===== config.mk =====
export PLATFORM = sky130hd
export DESIGN_NAME = rsi_fifo
export DESIGN_NICKNAME = d
export VERILOG_FILES = /design/src/rtl/core/rsi_fifo.sv
export SDC_FILE = /design/constraint.sdc
export NUM_CORES = 1
export LEC_CHECK = 0
export ABC_AREA = 1
export BUFFER_PORTS_ARGS = -buffer_cell sky130_fd_sc_hd__buf_2
export CORE_MARGIN = 3
export CORE_UTILIZATION = 49
export CTS_CLUSTER_DIAMETER = 40
export DETAILED_ROUTE_END_ITERATION = 10
export PLACE_DENSITY = 0.83
export SLEW_MARGIN = 20
export SYNTH_ARGS = -nofsm -noshare
export SYNTH_HDL_FRONTEND = slang
export SYNTH_SLANG_ARGS = --single-unit

===== constraint.sdc =====
create_clock -name clk -period 1.48 [get_ports clk]
set_input_delay 0.148 -clock clk [delete_from_list [all_inputs] [get_ports clk]]
set_output_delay 0.148 -clock clk [all_outputs]
set_load 0.02 [all_outputs]

===== src/rtl/core/rsi_fifo.sv =====
// Small register-based queue used between the front and back ends and at the output.
// Depends on nothing; width and depth come from parameters.
`default_nettype none

module rsi_fifo #(
	parameter int W = 8,
	parameter int DEPTH = 2
) (
	input  logic         clk,
	input  logic         arst_n,
	input  logic         push,
	input  logic         pop,
	input  logic [W-1:0] din,
	output logic [W-1:0] dout,
	output logic         full,
	output logic         empty
);

	localparam int AW = $clog2(DEPTH);

	logic [W-1:0]  mem_q [DEPTH];
	logic [AW-1:0] wr_q, rd_q;
	logic [AW:0]   cnt_q;
	logic          do_push, do_pop;

	assign full    = (cnt_q == (AW+1)'(DEPTH));
	assign empty   = (cnt_q == '0);
	assign do_push = push && !full;
	assign do_pop  = pop && !empty;
	assign dout    = mem_q[rd_q];

	// Advance pointers and count
	always_ff @(posedge clk or negedge arst_n) begin
		if (!arst_n) begin
			wr_q  <= '0;
			rd_q  <= '0;
			cnt_q <= '0;
		end else begin
			if (do_push) begin
				wr_q <= (wr_q == AW'(DEPTH - 1)) ? '0 : wr_q + 1'b1;
			end
			if (do_pop) begin
				rd_q <= (rd_q == AW'(DEPTH - 1)) ? '0 : rd_q + 1'b1;
			end
			if (do_push && !do_pop) begin
				cnt_q <= cnt_q + 1'b1;
			end else if (do_pop && !do_push) begin
				cnt_q <= cnt_q - 1'b1;
			end
		end
	end

	// Store the pushed item
	always_ff @(posedge clk) begin
		if (do_push) begin
			mem_q[wr_q] <= din;
		end
	end

	a_cnt_bound: assert property (@(posedge clk) disable iff (!arst_n)
		cnt_q <= (AW+1)'(DEPTH))
		else $error("queue count beyond depth");

	a_cnt_inc: assert property (@(posedge clk) disable iff (!arst_n)
		(push && !full && !(pop && !empty)) |=> (cnt_q == $past(cnt_q) + 1'b1))
		else $error("queue count did not grow on push");

	a_head_hold: assert property (@(posedge clk) disable iff (!arst_n)
		(!empty && !pop) |=> (!empty && dout == $past(dout)))
		else $error("queue head changed without pop");

endmodule

`default_nettype wire


==> results.md <==
- The data required time at the worst endpoint is 1460 ps.
- The global placer's final weighted congestion is 0.763.
- In the post-route analysis, the smallest setup slack over all paths is 95.5 ps.
- Global routing used 15.4% of the available tracks.
- Setup violations remaining at the end of the flow were counted as 0.
- The family of cells with the greatest summed delay on the critical path is flip-flops.
- The HPWL after detailed placement is 1090 um.
- After layout, the design draws a total of 1.95 mW.
- Clock-pin slew was measured on the worst setup and hold paths at 110 ps.
- Entering global routing, the biggest net connects 12 pins.
- The CTS tree is built.
- The worst setup path is of the register to register kind.
- The worst hold path belongs to the class primary input to register.
- The count of endpoints failing hold in the final timing report came to 0.
- The via density per instance is 4.93.
- The clock latency on the worst-skew pair is 300 ps.
- The number of iterations in the first detailed-routing pass is 4.
- Relative to the synthesized area, the layout overhead comes to 20.7%.
- The buffer cell driving the clock tree root is sky130_fd_sc_hd__clkbuf_4.
- The actual slew at the worst max-slew pin is 323 ps.
- Summed over all layers, the routed wires come to 1500 um.
- The maximum fanout count along the critical path is 8.
- The peak ir drop on the vdd network is 1130 uV.
- 0 antenna diodes ended up in the layout.
- Headroom to the max-slew limit came out at 78.5%.
- The post-synthesis net count is 86.
- Static timing analysis puts the maximum clock frequency at 722 MHz.
- The startpoint identified for the worst hold timing path is din[3].
- The summed instance area of the synthesized netlist is 810 um2.
- The register bit count reported by yosys is 20.
- The floorplan has 14 rows.
- The post-synthesis sequential area ratio is 71.7%.
- The largest stage delay on the critical path is 440 ps.
- The standard cell core area is 1520 um2.
- The die covers 2180 um2.
- The layout net count is 113.
- The via count of the first global-routing pass was 503.
- The worst path arrival time is 1370 ps.
- The die outline height is 46.6 um.
- The final hold slack is 25.2 ps.
- Max-cap violations in this run came to 0.
- The fraction of final layout cells with drive strength greater than 1 is 29.3%.
- The iteration-0 DRC count of the detailed router is 10.
- The post-CTS setup-driven buffer insertion count is 0.
- Counting along the longest clock path gives a buffer depth of 2.
- After detailed placement, the total cell area comes to 937 um2.
- The flow ran to the end, and the final reports show no timing, DRC or antenna violations.
- The shortest clock period the worst path allows after layout is 1380 ps.
- 22 I/O pins were placed.
- A synthesized cell averages 11.1 um2.
- The antenna violation net count after detailed routing is 0.
- The category of the worst setup path capture point is a register.
- Walking the worst path, the cells encountered are inv_1 > nor2_2 > nor2_2 > nand2_1 > inv_1.
- The total overflow left after global routing is 0.
- The number of antenna violations at the first check in global routing came to 0.
- In the routed design, unresolved DRC markers number 0.
- The cell at the slowest stage of the critical path is sky130_fd_sc_hd__dfrtp_1.
- The first global-routing pass estimated 2210 um of wire.
- The number of slew-limit violations in the final report was 0.
- The top cell types in the final layout, fill and taps aside, are 33 x sky130_fd_sc_hd__nand2_1, 21 x sky130_fd_sc_hd__buf_2, 16 x sky130_fd_sc_hd__edfxtp_1, 7 x sky130_fd_sc_hd__inv_1.
- At the end of the flow the core is filled with cells to 64.1%.
- In this run the worst setup path begins at cnt_q[1]$_DFFE_PN0P_.
- Counting both buffers and inverters, the worst setup path holds a total of 2.
- The final sum of negative setup slack is 0 ps.
- The number of cells in the design after placement is 110.
- Setup repair after global routing left no endpoint under its margin.
- The number of clock sinks seen by CTS is 20.
- The final instance area is 977 um2.
- The commonest non-fill, non-tap cell in the layout is sky130_fd_sc_hd__nand2_1.
- CTS built an H-tree with a depth of 1.
- The count of unique library cells instantiated by Yosys is 14.
- The detailed-route wire length per cell is 13.0 um.
- The post-route clock period utilization is 93.5%.
- The worst setup path is launched from a register.
- Leaving out filler cells and counting taps, the final layout contains 115.
- Buffers inserted during clock tree synthesis total 3.
- The post-synthesis cell count is 73.
- The floorplan step set the die width to 46.6 um.
- For this design the static power due to leakage is 0.469 nW.
- The count of input and output buffers is 21.
- The startpoint identified for the worst register-to-register timing path is cnt_q[1]$_DFFE_PN0P_.
- Clock skew on the completed layout was measured at 5.83 ps.
- In this run the power density over the cells is 2000 nW/um2.
- The total number of vias is 567.
- Before CTS, the worst setup slack after placement is 47.3 ps.
- During synthesis, Yosys emitted a total of 0 warnings.
- The initial cell density of the core is 53.1%.
layout make-up:
| class | instances | area [um2] |
|---|---|---|
| flip-flops and latches | 20 | 582 |
| fillers | 126 | 547 |
| multi-input cells | 44 | 194 |
| repair buffers | 23 | 123 |
| inverters | 8 | 32.5 |
| clock buffers | 3 | 22.5 |
| well taps | 16 | 20.0 |
| clock inverters | 1 | 3.75 |
cells by family (layout without fill, tap and decap cells):
kind of cell	Yosys count	after routing	synth area share, %
AOI/OAI and AO/OA	2	2	1.24
adders and majority gates	1	1	1.55
buffers and inverters	9	35	4.33
DFF	20	20	71.7
and+or+nand+nor	40	40	20.1
xor gates and xnor gates	1	1	1.08
final timing paths:
path	endpoint	slack, ps	cells after the start
min	mem_q[1][3]$_DFFE_PP_	30	1
min in group asynchronous	cnt_q[0]$_DFFE_PN0P_	190	2
min reg2reg	wr_q$_DFFE_PN0N_	520	2
max in group asynchronous	rd_q$_DFFE_PN0P_	1160	2
max reg2reg	mem_q[0][7]$_DFFE_PP_	100	5
max	mem_q[0][7]$_DFFE_PP_	100	5
Yosys cell counts:
cell type / count / area [um2]
sky130_fd_sc_hd__buf_2: 1 / 5.00
sky130_fd_sc_hd__dfrtp_1: 4 / 100
sky130_fd_sc_hd__edfxtp_1: 16 / 480
sky130_fd_sc_hd__ha_1: 1 / 12.5
sky130_fd_sc_hd__inv_1: 7 / 26.3
sky130_fd_sc_hd__inv_2: 1 / 3.75
sky130_fd_sc_hd__nand2_1: 33 / 124
sky130_fd_sc_hd__nand3_1: 1 / 5.00
sky130_fd_sc_hd__nand3b_1: 1 / 7.51
sky130_fd_sc_hd__nand4_1: 1 / 6.26
sky130_fd_sc_hd__nor2_1: 2 / 7.51
sky130_fd_sc_hd__nor2_2: 2 / 12.5
sky130_fd_sc_hd__o21ai_0: 2 / 10.0
sky130_fd_sc_hd__xnor2_1: 1 / 8.76
timing repair:
action | in CTS | in global routing
gates resized for setup | 0 | 3
endpoints found under the setup margin | 0 | 9
hold buffers | 1 | 0
endpoints found under the hold margin | 4 | 0
worst register-to-register path, stage by stage, from the launching register on:
cell,delay [ps]
sky130_fd_sc_hd__dfrtp_1,440
sky130_fd_sc_hd__inv_1,140
sky130_fd_sc_hd__nor2_2,60
sky130_fd_sc_hd__nor2_2,110
sky130_fd_sc_hd__nand2_1,70
sky130_fd_sc_hd__inv_1,260
power by group:
| group | internal (mW) | switching [mW] | total [mW] |
|---|---|---|---|
| sequential | 0.784 | 0.125 | 0.909 |
| clock | 0.0984 | 0.162 | 0.261 |
| combinational | 0.267 | 0.517 | 0.784 |
| total | 1.15 | 0.804 | 1.95 |
routing by layer:
layer,GRT usage (%),vias up,wire length (um)
met2,26.1,18,817
li1,-,288,-
met1,17.5,259,582
met3,3.91,2,85
met5,0,-,0
met4,8.29,0,15
sequential cells by signal, summed over array words and instances (netlist names):
register	cells
mem_q	16
cnt_q	2
rd_q	1
wr_q	1
Note: power is estimated with default switching activity, not from simulation.
